[src/design/c8core_pkg.sv]
`default_nettype none
package c8core_pkg;

    localparam logic [1:0] MODE_WRITE = 2'd0;
    localparam logic [1:0] MODE_EXEC  = 2'd1;
    localparam logic [1:0] MODE_PIXEL = 2'd2;
    localparam logic [1:0] MODE_VREG  = 2'd3;

    localparam logic [3:0] OP_SYS  = 4'h0;
    localparam logic [3:0] OP_JP   = 4'h1;
    localparam logic [3:0] OP_LD   = 4'h6;
    localparam logic [3:0] OP_ADD  = 4'h7;
    localparam logic [3:0] OP_LDI  = 4'hA;
    localparam logic [3:0] OP_DRW  = 4'hD;
    localparam logic [3:0] VF_IDX  = 4'hF;
    localparam logic [7:0] LO_CLS  = 8'hE0;

    localparam logic [11:0] PC_RESET = 12'h200;

    // Memory port selector
    typedef enum logic [1:0] {
        t_MA_WRITE = 2'd0,
        t_MA_PC    = 2'd1,
        t_MA_PC1   = 2'd2,
        t_MA_SPR   = 2'd3
    } t_maddr_sel;

    // Controller to datapath commands
    typedef struct packed {
        logic        mem_we;
        t_maddr_sel  mem_sel;
        logic        ld_hi;
        logic        ld_lo;
        logic        exec_simple;   // apply jump/LD/ADD/LDI/other; jump loads pc, others advance it
        logic        draw_start;    // latch origin, clear hit, row = 0
        logic        row_load;      // latch sprite byte, col = 0
        logic        fb_rd;         // issue frame read for current pixel
        logic        fb_wr;         // write back toggled pixel
        logic        col_inc;
        logic        row_inc;
        logic        draw_end;      // VF = hit, advance pc
        logic        clr_start;
        logic        clr_step;
        logic        clr_end;       // advance pc after clear
        logic        pix_rd;        // frame read for pixel request
        logic        res_load;      // capture result
        logic        res_vreg;      // result carries the addressed V register
        logic        res_pix;       // result carries the pixel bit
    } t_cmd;

    // Datapath to controller status
    typedef struct packed {
        logic [3:0] op;
        logic       is_cls;
        logic       row_done;      // all rows drawn
        logic       row_skip;      // current row off screen
        logic       col_last;
        logic       pix_on;        // current sprite bit lit and on screen
        logic       clr_last;
    } t_sts;

endpackage
`default_nettype wire

[src/design/c8core_ctrl.sv]
`default_nettype none
module c8core_ctrl (
    input  wire                  i_clk,
    input  wire                  i_rst_n,
    input  wire                  i_start,
    input  wire [1:0]            i_mode,
    input  wire                  i_res_free,
    input  c8core_pkg::t_sts     i_sts,
    output logic                 o_busy,
    output logic                 o_res_valid,
    output c8core_pkg::t_cmd     o_cmd
);
    typedef enum logic [3:0] {
        S_INIT, S_IDLE, S_FETCH1, S_FETCH2, S_DECODE, S_CLEAR,
        S_ROW_RD, S_ROW_LD, S_PIX, S_PIX_WB, S_DONE, S_PIXRD, S_RESULT
    } t_state;

    t_state r_state;

    always_comb begin
        o_cmd = '0;
        o_cmd.mem_sel = c8core_pkg::t_MA_PC;
        unique case (r_state)
            // sweep the frame to zero after reset
            S_INIT: o_cmd.clr_step = 1'b1;
            S_IDLE: begin
                if (i_start) begin
                    unique case (i_mode)
                        c8core_pkg::MODE_WRITE: begin
                            o_cmd.mem_we = 1'b1;
                            o_cmd.mem_sel = c8core_pkg::t_MA_WRITE;
                            o_cmd.res_load = 1'b1;
                        end
                        c8core_pkg::MODE_VREG: begin
                            o_cmd.res_load = 1'b1;
                            o_cmd.res_vreg = 1'b1;
                        end
                        c8core_pkg::MODE_PIXEL: o_cmd.pix_rd = 1'b1;
                        c8core_pkg::MODE_EXEC: ;    // high byte read at pc
                    endcase
                end
            end
            S_FETCH1: begin
                o_cmd.mem_sel = c8core_pkg::t_MA_PC1;
                o_cmd.ld_hi = 1'b1;
            end
            S_FETCH2: o_cmd.ld_lo = 1'b1;
            S_DECODE: begin
                if (i_sts.op == c8core_pkg::OP_DRW) begin
                    o_cmd.draw_start = 1'b1;
                end else if (i_sts.is_cls) begin
                    o_cmd.clr_start = 1'b1;
                end else begin
                    o_cmd.exec_simple = 1'b1;
                end
            end
            S_CLEAR: begin
                o_cmd.clr_step = 1'b1;
                if (i_sts.clr_last) begin
                    o_cmd.clr_end = 1'b1;
                end
            end
            S_ROW_RD: begin
                o_cmd.mem_sel = c8core_pkg::t_MA_SPR;
                if (i_sts.row_done) begin
                    o_cmd.draw_end = 1'b1;
                end else if (i_sts.row_skip) begin
                    o_cmd.row_inc = 1'b1;
                end
            end
            S_ROW_LD: o_cmd.row_load = 1'b1;
            S_PIX: begin
                o_cmd.fb_rd = 1'b1;
                if (!i_sts.pix_on) begin
                    o_cmd.col_inc = 1'b1;
                    o_cmd.row_inc = i_sts.col_last;
                end
            end
            S_PIX_WB: begin
                o_cmd.fb_wr = 1'b1;
                o_cmd.col_inc = 1'b1;
                o_cmd.row_inc = i_sts.col_last;
            end
            S_DONE: o_cmd.res_load = 1'b1;
            S_PIXRD: begin
                o_cmd.res_load = 1'b1;
                o_cmd.res_pix = 1'b1;
            end
            S_RESULT: ;
            default: ;
        endcase
    end

    always_ff @(posedge i_clk) begin
        if (!i_rst_n) begin
            r_state <= S_INIT;
        end else begin
            unique case (r_state)
                S_INIT: if (i_sts.clr_last) r_state <= S_IDLE;
                S_IDLE: begin
                    if (i_start) begin
                        unique case (i_mode)
                            c8core_pkg::MODE_EXEC:  r_state <= S_FETCH1;
                            c8core_pkg::MODE_PIXEL: r_state <= S_PIXRD;
                            default:                r_state <= S_RESULT;
                        endcase
                    end
                end
                S_FETCH1: r_state <= S_FETCH2;
                S_FETCH2: r_state <= S_DECODE;
                S_DECODE: begin
                    if (i_sts.op == c8core_pkg::OP_DRW) r_state <= S_ROW_RD;
                    else if (i_sts.is_cls) r_state <= S_CLEAR;
                    else r_state <= S_DONE;
                end
                S_CLEAR:  if (i_sts.clr_last) r_state <= S_DONE;
                S_ROW_RD: begin
                    if (i_sts.row_done) r_state <= S_DONE;
                    else if (!i_sts.row_skip) r_state <= S_ROW_LD;
                end
                S_ROW_LD: r_state <= S_PIX;
                S_PIX: begin
                    if (i_sts.pix_on) r_state <= S_PIX_WB;
                    else if (i_sts.col_last) r_state <= S_ROW_RD;
                end
                S_PIX_WB: r_state <= i_sts.col_last ? S_ROW_RD : S_PIX;
                S_DONE:   r_state <= S_RESULT;
                S_PIXRD:  r_state <= S_RESULT;
                S_RESULT: if (i_res_free) r_state <= S_IDLE;
                default:  r_state <= S_IDLE;
            endcase
        end
    end

    assign o_busy = (r_state != S_IDLE);
    assign o_res_valid = (r_state == S_RESULT);
endmodule
`default_nettype wire

[config.mk]
export PLATFORM = sky130hd
export DESIGN_NAME = c8core_ctrl
export DESIGN_NICKNAME = d
export VERILOG_FILES = /design/src/design/c8core_pkg.sv /design/src/design/c8core_ctrl.sv
export SDC_FILE = /design/constraint.sdc
export NUM_CORES = 1
export LEC_CHECK = 0
export BUFFER_PORTS_ARGS = -buffer_cell sky130_fd_sc_hd__buf_4
export CAP_MARGIN = 10
export CORE_AREA = 4 4 45 47
export DETAILED_ROUTE_END_ITERATION = 8
export DIE_AREA = 0 0 49 51
export PLACE_DENSITY = 0.82
export RECOVER_POWER = 50
export SLEW_MARGIN = 20
export SYNTH_ARGS = -nofsm -noshare
export SYNTH_HDL_FRONTEND = slang
export SYNTH_SLANG_ARGS = --single-unit
[constraint.sdc]
create_clock -name i_clk -period 2.25 [get_ports i_clk]
set_clock_uncertainty 0.15 [all_clocks]
set_input_delay 0.225 -clock i_clk [delete_from_list [all_inputs] [get_ports i_clk]]
set_output_delay 0.225 -clock i_clk [all_outputs]
set_load 0.05 [all_outputs]
==> impl_results.md, run 1 <==
- Synth Area in Adders: 0.0648
- Regs by FF count: r_state (4)
- Core Util, Final: 0.638
- DRT antenna net count: 0
- CP endpoint kind: output pin
- Max FFs per register: 4
- Max FO, Critical Path: 11
- Drt wl/cell: 14.2 um
- Total CTS buffers: 3
- Reg-to-reg slack, setup: 280 ps
- Yosys warning count: 0
- Max clock buf depth: 2
- PostCTS Resize Cnt: 0
- Die Area: 0.00250 mm^2
- Synth Area in Compound Gates: 0.206
- Initial Util: 0.467
- Status: finished, final reports clean
- Power per Cell Area: 607 mW/mm^2
- Syn Inst Count: 109
- Post-Synth Simple-Gate Area: 0.499
- RSZ-0062 raised after global routing: no
- CTS clk-pin slew, worst paths: 40 ps
- Largest Register: r_state
- WP data arrival: 1720 ps
- Reg-to-Reg Start: r_state[0]$_SDFFE_PN0P_
- Cts hold-fix bufs: 0
- Nature of the critical path startpoint: flip-flop
- Fill cell count: 163
- Worst skew pair latency: 230 ps
- Seq/Total Area, Yosys: 0.104
- GRT Overall Usage: 0.187
- Row count: 15
- First-pass GRT wire length: 3.92 mm
- Max-Cap Viols: 0
- Leakage: 0.510 nW
- Clock period minus final worst setup slack: 2100 ps
- Die H: 51 um
- Worst vdd ir: 0.242 mV
- Largest cells by area after synthesis: dfxtp_1 (10%), nor3_1 (7.8%), ha_1 (6.5%)
- Core area: 0.00165 mm^2
- Pins Over Slew Limit: 0
- Remaining DRCs: 0
- Share of cells above drive strength 1: 0.359
- CP startpoint: r_state[0]$_SDFFE_PN0P_
- Main combinational cell family by area after synthesis: simple AND/OR/NAND/NOR gates
- Number of global-route vias before repair: 887
- Synth unique cells: 38
- Synthesis-to-layout area growth: 36.5%
- Count leader, synth: nor2_1
- Net Count, Synth: 129
- Register bit total from synthesis: 4
- Multiplexer share of the synthesized area: 0
- Hold crit path type: in -> reg
- Initial DRC Count: 18
- F_max: 477 MHz
- WL final: 2.29 mm
- Ant diodes: 0
- Worst slew margin: 0.605
- Leading cell types by count after synthesis: nor2_1 (13), nor3_1 (12), inv_1 (9), nand2_1 (9), a21oi_1 (7)
- DR vias: 930
- GRT overflow: 0
- Setup TNS: 0 ps
- Final period utilization: 0.932
- CP Data Required Time: 1880 ps
- Area leader, netlist: dfxtp_1
- Initial antenna violation count: 0
- Post-DP HPWL: 1.82 mm
- Worst-Margin Slew: 595 ps
- Nets@finish: 167
- Post-Synth XOR/XNOR Area: 0.0113
- Post-route setup slack: 154 ps
- Async set-or-reset flop fraction in the synthesized netlist: 0
- CTS H-tree depth: 1
- Number of flops mapped to enable cells by yosys: 0
- Top_reg_cell synth: dfxtp_1
- Finish-stage setup viols: 0
- TritonCTS clock tree: built
- Post-Syn Area per Cell: 7.08 um^2
- Setup WS pre-CTS: 397 ps
- I/O pin cnt: 38
- Post CTS Setup Buffer Count: 0
- Clk root buf: clkbuf_4
- Drt pass-1 iters: 4
- Die width: 49 um
- Hold path startpoint: i_rst_n
- Setup CP Type: reg -> out
- Final Hold Viols: 0
- Clk sink count: 4
- Yosys top cell area share: 0.104
- Routability cong.: 0.945
- Area of the mapped netlist: 772 um^2
- Largest net degree at the start of global routing: 16
- PortBufs: 37
- Vias per cell: 5.74
## power by group
group          total, mW  internal (mW)  leakage (nW)  switching [mW]
clock             0.0905         0.0598        0.0138          0.0308
sequential         0.116         0.0820        0.0326          0.0338
combinational      0.433          0.151         0.464           0.282
## cell usage in the layout, fill, tap and decap left out, types with 2 or more instances in the layout
| cell type | netlist | layout |
|---|---|---|
| inv_1 | 9 | 9 |
| nand2_1 | 9 | 9 |
| clkbuf_4 | 0 | 3 |
| a31oi_1 | 2 | 2 |
| dfxtp_1 | 4 | 4 |
| nor4bb_1 | 2 | 2 |
| nor3_1 | 12 | 9 |
| buf_4 | 1 | 35 |
| o21ai_1 | 2 | 2 |
| and2_1 | 3 | 3 |
| clkbuf_1 | 0 | 2 |
| nor2b_1 | 4 | 4 |
| ha_1 | 4 | 4 |
| a21oi_1 | 7 | 7 |
| and3_1 | 4 | 4 |
| clkbuf_2 | 0 | 4 |
| nor3_2 | 1 | 4 |
| a21o_1 | 2 | 2 |
| nand2b_1 | 1 | 2 |
| nor4_1 | 1 | 2 |
| nor2_1 | 13 | 13 |
| o21ai_0 | 3 | 3 |
## critical path: stages (launching register included)
cell and delay (ps):
dfxtp_1 570, nor2b_1 370, and3_1 230, and2_1 130, buf_4 190
## metrics by stage
| step | std cells | total power [mW] | hold WS (ps) | cell area [um^2] |
|---|---|---|---|---|
| after floorplan | 109 | 0.461 | 225 | 792 |
| after global placement | 159 | 0.565 | 373 | 1070 |
| after detailed placement | 159 | 0.571 | 373 | 1070 |
| after CTS | 162 | 0.663 | 128 | 1090 |
| after global routing | 162 | 0.682 | 146 | 1050 |
| final | 162 | 0.639 | 131 | 1050 |
## final timing paths
path | endpoint | cells after the start
worst max-delay path | o_cmd[3] | 4
worst min-delay path | r_state[0]$_SDFFE_PN0P_ | 3
worst max register to register | r_state[0]$_SDFFE_PN0P_ | 5
worst min register to register | r_state[0]$_SDFFE_PN0P_ | 2
## cells by family after synthesis
group / after synthesis
xor+xnor: 1
simple gates: 62
compound gates: 21
fa+ha+maj: 4
flops: 4
buf+inv: 17
## routing by layer
layer,share of wire,GRT usage
met1,0.45,0.247
met2,0.49,0.324
met3,0.051,0.0321
met4,0,0.0269
met5,0,0
## layout make-up
type,count,area (um^2),area share
Timing Repair Buffer,41,290,0.276
Clock buffer,3,22.5,0.0214
Inverter,9,33.8,0.0321
Multi-Input combinational cell,88,606,0.575
Sequential cell,4,80.1,0.0760
Tap cell,17,21.3,0.0202
Note: power is estimated with default switching activity, not from simulation.
==> run 2: changes to the inputs <==
- HOLD_SLACK_MARGIN: default -> 0.02
- RECOVER_POWER: 50 -> 25
==> run 2 against run 1 <==
Effect of this change: register-to-register slack improved by 60 ps; via count decreased by 0.75%; highest routed layer unchanged; global-route usage unchanged; sequential share of layout area decreased by 0.12 points; clock power about the same; flip-flop and latch count unchanged; maximum frequency increased by 0.13%; first-iteration DRC count increased by 17%; combinational power increased by 3%; critical path type unchanged; final cell count unchanged.
==> impl_results.md, run 2 (synthesis results as in run 1) <==
- Routability cong.: 0.945
- Remaining DRCs: 0
- Synthesis-to-layout area growth: 38.7%
- Regs by FF count: r_state (4)
- Worst path depth: 4
- Clock period minus final worst setup slack: 2090 ps
- Power per Cell Area: 609 mW/mm^2
- Final Hold Viols: 0
- Cell Chain, Critical Path: nor2b_1 -> and3_1 -> and2_1 -> buf_4
- Status: finished, final reports clean
- Max FFs per register: 4
- Setup WS pre-CTS: 397 ps
- Hold Path Depth: 3
- Core area: 0.00165 mm^2
- Max-Cap Viols: 0
- Number of global-route vias before repair: 887
- Finish-stage setup viols: 0
- WP buf/inv: 1
- Max clock buf depth: 2
- Drt pass-1 iters: 4
- TritonCTS clock tree: built
- CP Data Required Time: 1880 ps
- Pins Over Slew Limit: 0
- Vias per cell: 5.70
- Total CTS buffers: 3
- Worst vdd ir: 0.243 mV
- Setup CP Type: reg -> out
- WP data arrival: 1720 ps
- R2R cell count: 5
- Nature of the critical path startpoint: flip-flop
- CTS H-tree depth: 1
- PostCTS Resize Cnt: 0
- Initial DRC Count: 21
- Worst slew margin: 0.605
- Worst skew pair latency: 230 ps
- DR vias: 923
- Die Area: 0.00250 mm^2
- Most common cell after layout, fill and taps aside: buf_4
- CP endpoint kind: output pin
- Nets@finish: 167
- First-pass GRT wire length: 3.92 mm
- WL final: 2.29 mm
- Ant diodes: 0
- RSZ-0062 raised after global routing: no
- Final period utilization: 0.930
- Max FO, Critical Path: 11
- Row count: 15
- Post-route setup slack: 157 ps
- Max incr delay on CP: 570 ps
- Post CTS Setup Buffer Count: 0
- GRT overflow: 0
- Clk root buf: clkbuf_4
- Die H: 51 um
- Largest net degree at the start of global routing: 16
- Initial antenna violation count: 0
- CTS clk-pin slew, worst paths: 40 ps
- I/O pin cnt: 38
- Die width: 49 um
- Cts hold-fix bufs: 0
- Clk sink count: 4
- Initial Util: 0.467
- Share of cells above drive strength 1: 0.366
- Worst-Margin Slew: 595 ps
- Leakage: 0.512 nW
- Drt wl/cell: 14.1 um
- CP max-delay cell: dfxtp_1
- PortBufs: 37
- GRT Overall Usage: 0.187
- Setup TNS: 0 ps
- Post-DP HPWL: 1.82 mm
- Largest Register: r_state
- DRT antenna net count: 0
- Hold crit path type: in -> reg
- F_max: 478 MHz
- Most frequent cells in the layout: buf_4 (38), nor2_1 (13), nand2_1 (9), nor3_1 (9), inv_1 (9)
- Top delay family on crit path: simple AND/OR/NAND/NOR gates
run 2: worst paths after layout:
check / startpoint / endpoint / slack (ps)
hold reg to reg: r_state[0]$_SDFFE_PN0P_ / r_state[0]$_SDFFE_PN0P_ / 590
setup reg to reg: r_state[2]$_SDFFE_PN0P_ / r_state[3]$_SDFFE_PN0P_ / 340
hold / removal: i_rst_n / r_state[0]$_SDFFE_PN0P_ / 130
setup / recovery: r_state[0]$_SDFFE_PN0P_ / o_cmd[3] / 160
run 2: per-stage QoR:
stage	util	total power [mW]	std cells	area [um^2]	hold WS (ps)
floorplan	-	0.461	109	792	225
finish	0.648	0.652	162	1070	132
global placement	0.645	0.565	159	1070	373
global route	0.648	0.695	162	1070	145
CTS	0.659	0.663	162	1090	128
detailed placement	0.645	0.571	159	1070	373
run 2: layout make-up:
cell class / count / area [um^2]
Clock buffer: 3 / 22.5
Fill cell: 156 / 581
Inverter: 9 / 33.8
Multi-Input combinational cell: 88 / 616
Sequential cell: 4 / 80.1
Tap cell: 17 / 21.3
Timing Repair Buffer: 41 / 298
run 2: metal layers:
layer  GRT usage  vias up  share of wire
met2       0.324       30           0.49
li1            -      460              -
met4      0.0269        0              0
met5           0        -              0
met1       0.247      433           0.45
met3      0.0321        0          0.052
run 2: where the power goes:
part	total [mW]	switching [mW]	internal [mW]
sequential	0.116	0.0342	0.0820
clock	0.0904	0.0306	0.0598
combinational	0.445	0.284	0.162
total	0.652	0.349	0.303
run 2: worst register-to-register path, delay by kind of cell (launching register included):
family | cells | cell delay (ps)
DFF | 1 | 540
AOI/OAI and AO/OA | 2 | 490
and+or+nand+nor | 3 | 650
==> run 3: changes to the inputs <==
- CORE_AREA: 4 4 45 47 -> 10 10 51 53
- DIE_AREA: 0 0 49 51 -> 0 0 61 63
==> run 3 against run 2 <==
Effect of this change: non-clock buffer count unchanged; global-route usage down 5.2 points; clock power up 2%; setup slack worse by 1.8 ps; hold slack better by 5.9 ps; clock-buffer cell count unchanged; utilization unchanged; sequential power down 4%; final cell count unchanged; largest cell class unchanged.
==> impl_results.md, run 3 (synthesis results as in run 1) <==
- Largest net degree at the start of global routing: 15
- Worst-Margin Slew: 607 ps
- Total CTS buffers: 3
- Pins Over Slew Limit: 0
- Final Hold Viols: 0
- CP Data Required Time: 1880 ps
- Power per Cell Area: 612 mW/mm^2
- Register area: 80.1 um^2
- Clk root buf: clkbuf_4
- Hold-critical path endpoint: r_state[0]$_SDFFE_PN0P_
- Finish-stage setup viols: 0
- Max-Cap Viols: 0
- Hold crit path type: in -> reg
- Leakage: 0.512 nW
- Max FFs per register: 4
- Routability cong.: 0.874
- Setup TNS: 0 ps
- Initial antenna violation count: 0
- Cell Chain, Critical Path: nand4bb_1 -> nor3b_2 -> a21o_1 -> buf_4
- WP data arrival: 1720 ps
- PostCTS Resize Cnt: 0
- Worst vdd ir: 0.303 mV
- Post-DP HPWL: 2.16 mm
- Drt pass-1 iters: 4
- Vias per cell: 5.91
- Status: finished, final reports clean
- Reg-to-Reg Start: r_state[2]$_SDFFE_PN0P_
- GRT Overall Usage: 0.135
- CTS H-tree depth: 1
- Most frequent cells in the layout: buf_4 (36), nor2_1 (13), nand2_1 (9), inv_1 (9), nor3_1 (8)
- Cts hold-fix bufs: 0
- Post-route setup slack: 155 ps
- GRT overflow: 0
- Die Area: 0.00384 mm^2
- DRT antenna net count: 0
- Pwr Total: 0.655 mW
- Worst slew margin: 0.597
- PortBufs: 37
- Worst skew pair latency: 240 ps
- Regs by FF count: r_state (4)
- F_max: 477 MHz
- CP endpoint kind: output pin
- I/O pin cnt: 38
- Clock period minus final worst setup slack: 2100 ps
- Row count: 15
- Top delay family on crit path: flip-flops
- Die H: 63 um
- Post CTS Setup Buffer Count: 0
- Initial Util: 0.467
- DR vias: 958
- Worst hold slack: 138 ps
- Share of cells above drive strength 1: 0.372
- Largest Register: r_state
- Remaining DRCs: 0
- Clk sink count: 4
- Max FO, Critical Path: 11
- WL final: 2.63 mm
- Max clock buf depth: 2
- RR Endpoint: r_state[3]$_SDFFE_PN0P_
- First-pass GRT wire length: 4.34 mm
- Hold Path Depth: 3
- Most common cell after layout, fill and taps aside: buf_4
- Ant diodes: 0
- Hold path startpoint: i_rst_n
- Fill cell count: 157
- Initial DRC Count: 19
- Final period utilization: 0.931
- Synthesis-to-layout area growth: 38.7%
- CP max-delay cell: dfxtp_1
- Drt wl/cell: 16.2 um
- Core area: 0.00165 mm^2
- Nets@finish: 167
- Number of global-route vias before repair: 914
- Multi-input gate area: 621 um^2
- Setup CP Type: reg -> out
- CTS clk-pin slew, worst paths: 40 ps
- R2R cell count: 5
- Setup WS pre-CTS: 400 ps
- Max incr delay on CP: 600 ps
- Reg-to-reg slack, setup: 230 ps
- RSZ-0062 raised after global routing: no
- Die width: 61 um
- WP buf/inv: 1
- Nature of the critical path startpoint: flip-flop
- TritonCTS clock tree: built
-- run 3: cell count changes in the layout (fill, tap and decap cells not counted) --
cell	delta
nor3_2	+1
nor3_1	-1
buf_4	-2
clkbuf_2	+2
-- run 3: layer usage --
layer,vias to the layer above,global-route usage,share of wire
met4,0,0.0467,0.0080
li1,459,-,-
met5,-,0,0
met3,2,0.0447,0.092
met2,47,0.209,0.49
met1,450,0.165,0.41
-- run 3: cell type report --
class	instances	share of cell area
multi-input combinational	88	0.579
timing repair buffer	41	0.273
sequential	4	0.0748
inverter	9	0.0315
clock buffer	3	0.0210
tap	17	0.0199
-- run 3: report_power, final --
part           internal [mW]  switching, mW
Combinational          0.157          0.295
Clock                 0.0598         0.0320
Sequential            0.0820         0.0294
Total                  0.299          0.356
-- run 3: worst reg2reg max path, delay by kind of cell, from the launching register on --
kind	cells	cell delay (ps)
and+or+nand+nor	3	700
DFF	1	560
AOI/OAI and AO/OA	2	510
-- run 3: how the worst max path moves through the flow --
stage / startpoint / endpoint / slack (ps) / cells after the start
3_5_place_dp: r_state[2]$_SDFFE_PN0P_ / r_state[3]$_SDFFE_PN0P_ / 400 / 5
4_1_cts: r_state[1]$_SDFFE_PN0P_ / o_cmd[8] / 170 / 4
6_report: r_state[1]$_SDFFE_PN0P_ / o_cmd[8] / 150 / 4
3_3_place_gp: r_state[2]$_SDFFE_PN0P_ / r_state[3]$_SDFFE_PN0P_ / 470 / 5
5_1_grt: r_state[1]$_SDFFE_PN0P_ / o_cmd[8] / 50 / 4
2_1_floorplan: r_state[1]$_SDFFE_PN0P_ / o_cmd[8] / 7 / 4
-- run 3: stage by stage --
step	util	instance area [um^2]	std cells
finish	0.648	1070	162
detailed placement	0.645	1070	159
global placement	0.645	1070	159
floorplan	-	792	109
global route	0.648	1070	162
CTS	0.659	1090	162
